### config.mk
export PLATFORM = sky130hd
export DESIGN_NAME = line_sensor_centroid_top
export DESIGN_NICKNAME = d
export VERILOG_FILES = /design/src/rtl/lsc_pkg.sv /design/src/rtl/lsc_front.sv /design/src/rtl/lsc_fifo.sv /design/src/rtl/lsc_back.sv /design/src/rtl/line_sensor_centroid_top.sv
export VERILOG_INCLUDE_DIRS = /design/src /design/src/rtl
export SDC_FILE = /design/constraint.sdc
export NUM_CORES = 1
export LEC_CHECK = 0
export BUFFER_PORTS_ARGS = -buffer_cell sky130_fd_sc_hd__buf_2
export CAP_MARGIN = 15
export CORE_ASPECT_RATIO = 0.8
export CORE_MARGIN = 2
export CORE_UTILIZATION = 60
export DETAILED_ROUTE_END_ITERATION = 10
export GPL_ROUTABILITY_DRIVEN = 0
export HOLD_SLACK_MARGIN = 0.02
export PLACE_DENSITY_LB_ADDON = 0.1
export SLEW_MARGIN = 10
export SYNTH_ARGS = -nofsm -noshare
export SYNTH_HDL_FRONTEND = slang
export SYNTH_SLANG_ARGS = --single-unit
### constraint.sdc
create_clock -name clk_i -period 33.4 [get_ports clk_i]
set_input_delay 5.01 -clock clk_i [delete_from_list [all_inputs] [get_ports clk_i]]
set_output_delay 5.01 -clock clk_i [all_outputs]
set_load 0.1 [all_outputs]
### src/rtl/line_sensor_centroid_top_defines.svh
`ifndef LINE_SENSOR_CENTROID_TOP_DEFINES_SVH
`define LINE_SENSOR_CENTROID_TOP_DEFINES_SVH

// same-cycle implication
`define LSC_ASSERT_IMPLIES(label, clk, rst_n, ante, cons) \
  label: assert property (@(posedge clk) disable iff (!rst_n) (ante) |-> (cons)) \
    else $error("lsc assertion failed");

// next-cycle implication
`define LSC_ASSERT_NEXT(label, clk, rst_n, ante, cons) \
  label: assert property (@(posedge clk) disable iff (!rst_n) (ante) |=> (cons)) \
    else $error("lsc assertion failed");

`endif

### src/rtl/lsc_pkg.sv
`default_nettype none

package lsc_pkg;

  localparam int NUM_SENSORS  = 5;
  localparam int SAMPLE_BITS  = 8;
  localparam int SPACING_BITS = 12;
  localparam int OFFSET_BITS  = 14;
  localparam int POS_BITS     = 15;
  localparam int POS_MAX      = 16383;
  localparam int POS_MIN      = -16384;

  localparam int CFG_DATA_BITS  = OFFSET_BITS;
  localparam int CFG_INDEX_BITS = 2;

  localparam logic [CFG_INDEX_BITS-1:0] CFG_SENSOR_SPACING = 2'd0;
  localparam logic [CFG_INDEX_BITS-1:0] CFG_CENTRE_OFFSET  = 2'd1;

  localparam logic [SPACING_BITS-1:0] SPACING_RESET = 12'd1000;
  localparam logic [OFFSET_BITS-1:0]  OFFSET_RESET  = 14'd2000;

  localparam int QUEUE_DEPTH = 2;

  localparam int SAMPLE_MAX = (1 << SAMPLE_BITS) - 1;
  localparam int KSUM_MAX   = SAMPLE_MAX * (NUM_SENSORS * (NUM_SENSORS - 1) / 2);
  localparam int KSUM_BITS  = $clog2(KSUM_MAX + 1);
  localparam int PSUM_BITS  = $clog2(SAMPLE_MAX * NUM_SENSORS + 1);
  localparam int QBITS      = $clog2((NUM_SENSORS - 1) * ((1 << SPACING_BITS) - 1) + 1);
  localparam int W_BITS     = KSUM_BITS + SPACING_BITS;
  localparam int CMP_BITS   = (W_BITS > PSUM_BITS + QBITS) ? W_BITS : PSUM_BITS + QBITS;
  localparam int DIFF_BASE  = (QBITS > OFFSET_BITS) ? QBITS : OFFSET_BITS;
  localparam int DIFF_BITS  = ((DIFF_BASE > POS_BITS - 1) ? DIFF_BASE : POS_BITS - 1) + 1;

  typedef struct packed {
    logic [SAMPLE_BITS-1:0] sample_0;
    logic [SAMPLE_BITS-1:0] sample_1;
    logic [SAMPLE_BITS-1:0] sample_2;
    logic [SAMPLE_BITS-1:0] sample_3;
    logic [SAMPLE_BITS-1:0] sample_4;
  } lsc_in_t;

  typedef struct packed {
    logic signed [POS_BITS-1:0] track_pos;
    logic                       no_line;
  } lsc_out_t;

  typedef struct packed {
    logic [KSUM_BITS-1:0] ksum;
    logic [PSUM_BITS-1:0] psum;
    logic                 zero;
  } lsc_item_t;

  typedef struct packed {
    logic [SPACING_BITS-1:0] spacing;
    logic [OFFSET_BITS-1:0]  offset;
  } lsc_cfg_t;

endpackage

`default_nettype wire

### src/rtl/lsc_front.sv
`default_nettype none

module lsc_front
  import lsc_pkg::*;
(
  input  wire logic      clk_i,
  input  wire logic      rst_ni,
  input  wire logic      in_valid_i,
  output logic           in_ready_o,
  input  wire lsc_in_t   in_data_i,
  output logic           push_o,
  output lsc_item_t      item_o,
  input  wire logic      full_i
);

  logic [SAMPLE_BITS-1:0] samples [NUM_SENSORS];
  logic                   valid_q, valid_d;
  lsc_item_t              item_q, item_d;

  always_comb begin
    samples[0] = in_data_i.sample_0;
    samples[1] = in_data_i.sample_1;
    samples[2] = in_data_i.sample_2;
    samples[3] = in_data_i.sample_3;
    samples[4] = in_data_i.sample_4;
  end

  // weighted and plain sums, zero-sum classification
  always_comb begin
    item_d.ksum = '0;
    item_d.psum = '0;
    for (int k = 0; k < NUM_SENSORS; k++) begin
      item_d.ksum = item_d.ksum + KSUM_BITS'(k) * KSUM_BITS'(samples[k]);
      item_d.psum = item_d.psum + PSUM_BITS'(samples[k]);
    end
    item_d.zero = (item_d.psum == '0);
  end

  assign push_o     = valid_q && !full_i;
  assign in_ready_o = !valid_q || !full_i;
  assign item_o     = item_q;

  always_comb begin
    valid_d = valid_q;
    if (in_valid_i && in_ready_o) begin
      valid_d = 1'b1;
    end else if (push_o) begin
      valid_d = 1'b0;
    end
  end

  always_ff @(posedge clk_i or negedge rst_ni) begin
    if (!rst_ni) begin
      valid_q <= 1'b0;
    end else begin
      valid_q <= valid_d;
    end
  end

  always_ff @(posedge clk_i) begin
    if (in_valid_i && in_ready_o) begin
      item_q <= item_d;
    end
  end

endmodule

`default_nettype wire

### src/rtl/lsc_fifo.sv
`default_nettype none

`include "line_sensor_centroid_top_defines.svh"

module lsc_fifo
  import lsc_pkg::*;
#(
  parameter int Depth = QUEUE_DEPTH
) (
  input  wire logic      clk_i,
  input  wire logic      rst_ni,
  input  wire logic      push_i,
  input  wire lsc_item_t item_i,
  output logic           full_o,
  input  wire logic      pop_i,
  output lsc_item_t      item_o,
  output logic           empty_o
);

  localparam int PtrBits   = (Depth > 1) ? $clog2(Depth) : 1;
  localparam int CountBits = $clog2(Depth + 1);

  lsc_item_t            mem_q [Depth];
  logic [PtrBits-1:0]   wr_ptr_q, wr_ptr_d;
  logic [PtrBits-1:0]   rd_ptr_q, rd_ptr_d;
  logic [CountBits-1:0] count_q, count_d;

  assign full_o  = (count_q == CountBits'(Depth));
  assign empty_o = (count_q == '0);
  assign item_o  = mem_q[rd_ptr_q];

  always_comb begin
    wr_ptr_d = wr_ptr_q;
    rd_ptr_d = rd_ptr_q;
    count_d  = count_q;
    if (push_i) begin
      wr_ptr_d = (wr_ptr_q == PtrBits'(Depth - 1)) ? '0 : wr_ptr_q + 1'b1;
    end
    if (pop_i) begin
      rd_ptr_d = (rd_ptr_q == PtrBits'(Depth - 1)) ? '0 : rd_ptr_q + 1'b1;
    end
    if (push_i && !pop_i) begin
      count_d = count_q + 1'b1;
    end else if (pop_i && !push_i) begin
      count_d = count_q - 1'b1;
    end
  end

  always_ff @(posedge clk_i or negedge rst_ni) begin
    if (!rst_ni) begin
      wr_ptr_q <= '0;
      rd_ptr_q <= '0;
      count_q  <= '0;
    end else begin
      wr_ptr_q <= wr_ptr_d;
      rd_ptr_q <= rd_ptr_d;
      count_q  <= count_d;
    end
  end

  always_ff @(posedge clk_i) begin
    if (push_i) begin
      mem_q[wr_ptr_q] <= item_i;
    end
  end

  `LSC_ASSERT_IMPLIES(a_count_bound, clk_i, rst_ni, 1'b1, count_q <= CountBits'(Depth))
  `LSC_ASSERT_NEXT(a_count_grows, clk_i, rst_ni, push_i && !pop_i, count_q == $past(count_q) + 1'b1)

endmodule

`default_nettype wire

### src/rtl/lsc_back.sv
`default_nettype none

`include "line_sensor_centroid_top_defines.svh"

module lsc_back
  import lsc_pkg::*;
(
  input  wire logic      clk_i,
  input  wire logic      rst_ni,
  input  wire logic      empty_i,
  output logic           pop_o,
  input  wire lsc_item_t item_i,
  input  wire lsc_cfg_t  cfg_i,
  output logic           out_valid_o,
  input  wire logic      out_ready_i,
  output lsc_out_t       out_data_o
);

  localparam logic signed [DIFF_BITS-1:0] DiffMax = DIFF_BITS'(POS_MAX);
  localparam logic signed [DIFF_BITS-1:0] DiffMin = DIFF_BITS'(POS_MIN);

  logic                 en;
  logic                 v_q   [QBITS+1];
  logic [W_BITS-1:0]    rem_q [QBITS+1];
  logic [PSUM_BITS-1:0] s_q   [QBITS+1];
  logic [QBITS-1:0]     quo_q [QBITS+1];
  logic                 z_q   [QBITS+1];

  logic [W_BITS-1:0]    rem_d [QBITS+1];
  logic [QBITS-1:0]     quo_d [QBITS+1];

  logic                        out_valid_q;
  lsc_out_t                    out_q, out_d;
  logic signed [DIFF_BITS-1:0] diff;

  assign en          = !out_valid_q || out_ready_i;
  assign pop_o       = en && !empty_i;
  assign out_valid_o = out_valid_q;
  assign out_data_o  = out_q;

  // multiply stage
  always_ff @(posedge clk_i or negedge rst_ni) begin
    if (!rst_ni) begin
      v_q[0] <= 1'b0;
    end else if (en) begin
      v_q[0] <= pop_o;
    end
  end

  always_ff @(posedge clk_i) begin
    if (en) begin
      rem_q[0] <= W_BITS'(item_i.ksum) * W_BITS'(cfg_i.spacing);
      s_q[0]   <= item_i.psum;
      z_q[0]   <= item_i.zero;
      quo_q[0] <= '0;
    end
  end

  assign rem_d[0] = '0;
  assign quo_d[0] = '0;

  // restoring divider, one quotient bit per stage, msb first
  for (genvar j = 0; j < QBITS; j++) begin : g_div
    localparam int B = QBITS - 1 - j;
    logic [CMP_BITS-1:0] divisor;
    logic [CMP_BITS-1:0] rem_ext;
    logic                ge;

    always_comb begin
      divisor = CMP_BITS'(s_q[j]) << B;
      rem_ext = CMP_BITS'(rem_q[j]);
      ge      = (rem_ext >= divisor);
      rem_d[j+1] = ge ? W_BITS'(rem_ext - divisor) : rem_q[j];
      quo_d[j+1] = quo_q[j] | (QBITS'(ge) << B);
    end

    always_ff @(posedge clk_i or negedge rst_ni) begin
      if (!rst_ni) begin
        v_q[j+1] <= 1'b0;
      end else if (en) begin
        v_q[j+1] <= v_q[j];
      end
    end

    always_ff @(posedge clk_i) begin
      if (en) begin
        rem_q[j+1] <= rem_d[j+1];
        quo_q[j+1] <= quo_d[j+1];
        s_q[j+1]   <= s_q[j];
        z_q[j+1]   <= z_q[j];
      end
    end
  end

  // offset subtract and saturation
  always_comb begin
    diff = signed'(DIFF_BITS'(quo_q[QBITS])) - signed'(DIFF_BITS'(cfg_i.offset));
    out_d.no_line = z_q[QBITS];
    if (z_q[QBITS]) begin
      out_d.track_pos = '0;
    end else if (diff > DiffMax) begin
      out_d.track_pos = POS_BITS'(DiffMax);
    end else if (diff < DiffMin) begin
      out_d.track_pos = POS_BITS'(DiffMin);
    end else begin
      out_d.track_pos = diff[POS_BITS-1:0];
    end
  end

  always_ff @(posedge clk_i or negedge rst_ni) begin
    if (!rst_ni) begin
      out_valid_q <= 1'b0;
    end else if (en) begin
      out_valid_q <= v_q[QBITS];
    end
  end

  always_ff @(posedge clk_i) begin
    if (en) begin
      out_q <= out_d;
    end
  end

  `LSC_ASSERT_IMPLIES(a_dark_zero, clk_i, rst_ni, out_valid_q && out_q.no_line, out_q.track_pos == '0)

endmodule

`default_nettype wire

### src/rtl/line_sensor_centroid_top.sv
// line position from a five-sensor reflectance bar
//
// input channel: in_valid_i / in_ready_o carry one transaction of five
// unsigned samples in in_data_i. output channel: out_valid_o / out_ready_i
// carry the signed line position and the no-line flag in out_data_o.
// config: cfg_we_i writes cfg_wdata_i into the register at cfg_index_i
// (0 sensor spacing, 1 centre offset) in the same edge; other indexes are
// ignored. write config only while no transaction is in flight.
// path from input acceptance to out_valid_o: sum register, queue, multiply,
// 14 divider stages and the output register.
// throughput: one transaction per cycle unless the back pipeline stalls,
// set by the divider pipeline that resolves one quotient bit per stage.
// reset: spacing 1000, centre offset 2000, queue and pipeline empty.
// stall: out_ready_i low with out_valid_o high holds the back pipeline;
// queue then fills; in_ready_o drops once sum register and queue are full.
`default_nettype none

module line_sensor_centroid_top
  import lsc_pkg::*;
#(
  parameter int QueueDepth = QUEUE_DEPTH
) (
  input  wire logic                      clk_i,
  input  wire logic                      rst_ni,
  input  wire logic                      in_valid_i,
  output logic                           in_ready_o,
  input  wire lsc_in_t                   in_data_i,
  output logic                           out_valid_o,
  input  wire logic                      out_ready_i,
  output lsc_out_t                       out_data_o,
  input  wire logic                      cfg_we_i,
  input  wire logic [CFG_INDEX_BITS-1:0] cfg_index_i,
  input  wire logic [CFG_DATA_BITS-1:0]  cfg_wdata_i
);

  lsc_cfg_t  cfg_q, cfg_d;
  logic      push, full, pop, empty;
  lsc_item_t front_item, queue_item;

  always_comb begin
    cfg_d = cfg_q;
    if (cfg_we_i) begin
      case (cfg_index_i)
        CFG_SENSOR_SPACING: cfg_d.spacing = cfg_wdata_i[SPACING_BITS-1:0];
        CFG_CENTRE_OFFSET:  cfg_d.offset  = cfg_wdata_i[OFFSET_BITS-1:0];
        default:            cfg_d         = cfg_q;
      endcase
    end
  end

  always_ff @(posedge clk_i or negedge rst_ni) begin
    if (!rst_ni) begin
      cfg_q.spacing <= SPACING_RESET;
      cfg_q.offset  <= OFFSET_RESET;
    end else begin
      cfg_q <= cfg_d;
    end
  end

  lsc_front u_front (
    .clk_i      (clk_i),
    .rst_ni     (rst_ni),
    .in_valid_i (in_valid_i),
    .in_ready_o (in_ready_o),
    .in_data_i  (in_data_i),
    .push_o     (push),
    .item_o     (front_item),
    .full_i     (full)
  );

  lsc_fifo #(
    .Depth (QueueDepth)
  ) u_fifo (
    .clk_i   (clk_i),
    .rst_ni  (rst_ni),
    .push_i  (push),
    .item_i  (front_item),
    .full_o  (full),
    .pop_i   (pop),
    .item_o  (queue_item),
    .empty_o (empty)
  );

  lsc_back u_back (
    .clk_i       (clk_i),
    .rst_ni      (rst_ni),
    .empty_i     (empty),
    .pop_o       (pop),
    .item_i      (queue_item),
    .cfg_i       (cfg_q),
    .out_valid_o (out_valid_o),
    .out_ready_i (out_ready_i),
    .out_data_o  (out_data_o)
  );

endmodule

`default_nettype wire
==> impl_metrics.json <==
{
  "outcome": "completed",
  "fin_util_pct": 66.53,
  "synth.distinct_cells": 83,
  "timing.rr.start": "u_fifo.rd_ptr_q",
  "routed_wl_um": 77140,
  "coreArea_mm2": 0.06753,
  "relSlewSlack_pct": 25.24,
  "min-delay-start": "u_back.z_q[5]",
  "synth_edf_count": 698,
  "dr_total_vias": 25120,
  "required_ns": 33.83,
  "slew_viol_final": 0,
  "ys_top_cells_by_area": "edfxtp_1 51%, ha_1 8.1%, fa_1 7.2%",
  "crit_family": "adder cells",
  "ios": 79,
  "crit_chain": "buf_2 -> ha_1 -> inv_1 -> fa_1 -> inv_1 -> a21oi_1 -> o21ai_0 -> xnor2_1 -> fa_1 -> inv_1 -> fa_1 -> ha_1 -> o21a_1 -> o21a_1 -> o21ai_0 -> a21oi_1 -> or4_1 -> nor4_1",
  "vias_per_cell": 5.686,
  "ys_seq_area_share_pct": 53.92,
  "syn-instance-count": 3333,
  "yosys.area.top_type_share_pct": 51.02,
  "cts_resized": 0,
  "critPathSlowestCell": "or4_1",
  "synthFlopType": "edfxtp_1",
  "hpwl_um": 56550,
  "startpoint_type": "input pin",
  "slowest_delay_ns": 0.54,
  "crit_fanout": 4,
  "drtIter0Drc": 1753,
  "synth-seq-cells": 745,
  "post-route-period-util_pct": 25.93,
  "maxCapViolCount": 0,
  "ys_warn_count": 0,
  "grt_max_degree": 203,
  "period_needed_ns": 8.660,
  "cts_tree": "done",
  "die_y_um": 238.0,
  "arrival_ns": 9.09,
  "grt_pass1_wl_um": 129400,
  "setup_viol": 0,
  "finClkSkew_ns": 0.01955,
  "cp-end-kind": "flip-flop",
  "rsz0062_at_grt": "false",
  "drive_gt1_share_pct": 10.73,
  "area_growth_pct": 9.365,
  "synthTopCellsByCount": "698 x edfxtp_1, 429 x inv_1, 267 x ha_1, 204 x nand2_1, 186 x nor2_1",
  "start_util_pct": 60.83,
  "drc": 0,
  "grt_pass1_vias": 25690,
  "finalHoldViolCount": 0,
  "cts-root-buf": "clkbuf_16",
  "h-tree-depth": 3,
  "grt.overflow.total": 0,
  "grt_antenna_before_repair": 0,
  "synth_top_cell_by_area": "edfxtp_1",
  "num_rows": 85,
  "syn_nets": 3809,
  "drtAntennaViolNets": 0,
  "crit_start": "in_data_i[24]",
  "async_flop_share_pct": 6.309,
  "diodes": 0,
  "worstMarginPinSlew_ns": 1.121,
  "whs_ns": 0.4127,
  "clk_pin_slew_worst_paths_ns": 0.07,
  "nNetsFinal": 3922,
  "cts-buffers-inserted": 75,
  "dr.pass1.iters": 7,
  "cp_num_buf_inv": 4,
  "die-width_um": 296.6,
  "syn-cell-area_mm2": 0.04108,
  "dieArea_mm2": 0.07059,
  "cts_hold_buf": 0,
  "tns_ns": 0,
  "grt_use_total_pct": 22.75,
  "wl_per_cell_um": 17.46,
  "synth_most_common_cell": "edfxtp_1",
  "postCtsSetupBuffers": 0,
  "min_path_type": "reg2reg",
  "clock.fmax_ghz": 0.1155,
  "syn_avg_cell_area_um2": 12.33,
  "clock_sinks": 745,
  "io_buffers": 78,
  "clock_path_buffers": 3,
  "insertion_delay_ns": 0.62,
  "path_class": "in2reg"
}
-- metrics by stage --
| step | area [um2] | instances | setup WS [ns] |
|---|---|---|---|
| 6_report | 44930 | 4418 | 24.74 |
| 5_1_grt | 44930 | 4418 | 24.45 |
| 4_1_cts | 44910 | 4417 | 24.81 |
| 3_5_place_dp | 42490 | 4281 | 24.17 |
| 3_3_place_gp | 42480 | 4280 | 24.21 |
| 2_1_floorplan | 41080 | 3333 | 8.499 |
-- cells by family (layout without fill, tap and decap cells) --
group                    count (synthesis)  after routing  share of synthesized area (%)
AND/OR/NAND/NOR                        804            804                          9.959
flip-flops                             745            745                          53.92
AO/OA/AOI/OAI                          547            547                          8.366
buffers and inverters                  489            661                          4.614
adder cells (fa/ha/maj)                415            415                          15.34
XOR/XNOR                               211            211                          4.498
multiplexers                           122            122                          3.301
-- placed cells by master, fill, tap and decap left out, types with 13 or more instances in the layout --
cell / synthesis / routed
nor2_1: 186 / 185
o21bai_1: 16 / 16
nor2b_1: 53 / 53
a211oi_1: 18 / 18
buf_2: 8 / 78
o31ai_1: 16 / 16
inv_1: 429 / 429
o211ai_1: 19 / 19
o21ai_0: 127 / 127
dfrtp_1: 35 / 35
xor2_1: 93 / 93
clkbuf_1: 42 / 14
xnor2_1: 118 / 118
nand2b_1: 35 / 34
clkbuf_16: 0 / 76
mux2_2: 108 / 108
a21oi_1: 168 / 168
ha_1: 267 / 267
nor4_1: 43 / 43
nor3_1: 56 / 56
fa_1: 148 / 148
edfxtp_1: 698 / 698
or3_1: 19 / 19
and2_1: 63 / 63
clkinv_2: 0 / 13
o21a_1: 38 / 38
nand2_1: 204 / 204
or4_1: 13 / 13
a21o_1: 61 / 61
nand4_1: 26 / 26
nand3_1: 35 / 35
buf_4: 2 / 13
mux2i_1: 14 / 14
-- state kept, by name, summed over array words and instances, names as in the netlist --
register	count
cfg_q	26
u_back.out_data_o	16
u_back.out_valid_o	1
u_back.quo_q	105
u_back.rem_q	336
u_back.s_q	154
u_back.v_q	15
u_back.z_q	15
u_fifo.count_q	2
u_fifo.mem_q	48
u_fifo.rd_ptr_q	1
u_fifo.wr_ptr_q	1
u_front.item_o	24
u_front.valid_q	1
-- path summary, 6_finish.rpt --
kind	to	slack, ns	depth (start not counted)
max reg2reg	u_back.rem_q[0][23]	26.61	18
min reg2reg	u_back.z_q[6]	0.41	0
max in group asynchronous	u_back.v_q[5]	28.18	1
max	u_front.item_o[0]	24.74	18
min in group asynchronous	u_fifo.rd_ptr_q	4.57	1
min	u_back.z_q[6]	0.41	0
-- layer usage --
metal	track usage (%)	share of wire [%]	vias to the layer above
met2	37.16	47	637
met4	6.734	2.6	0
met5	0	0	-
li1	-	-	12040
met1	31.65	45	12280
met3	3.689	5.1	158
-- layout make-up --
cell class,instances,area (um2)
Fill cell,4810,22600
Timing Repair Buffer,94,534.3
Clock inverter,44,439.2
Inverter,431,1620
Sequential cell,745,22150
Tap cell,913,1142
Multi-Input combinational cell,2099,17060
Clock buffer,92,1982
Power is not shown: default switching activity piles up to over one toggle a cycle in this logic, so the estimate is an artifact.
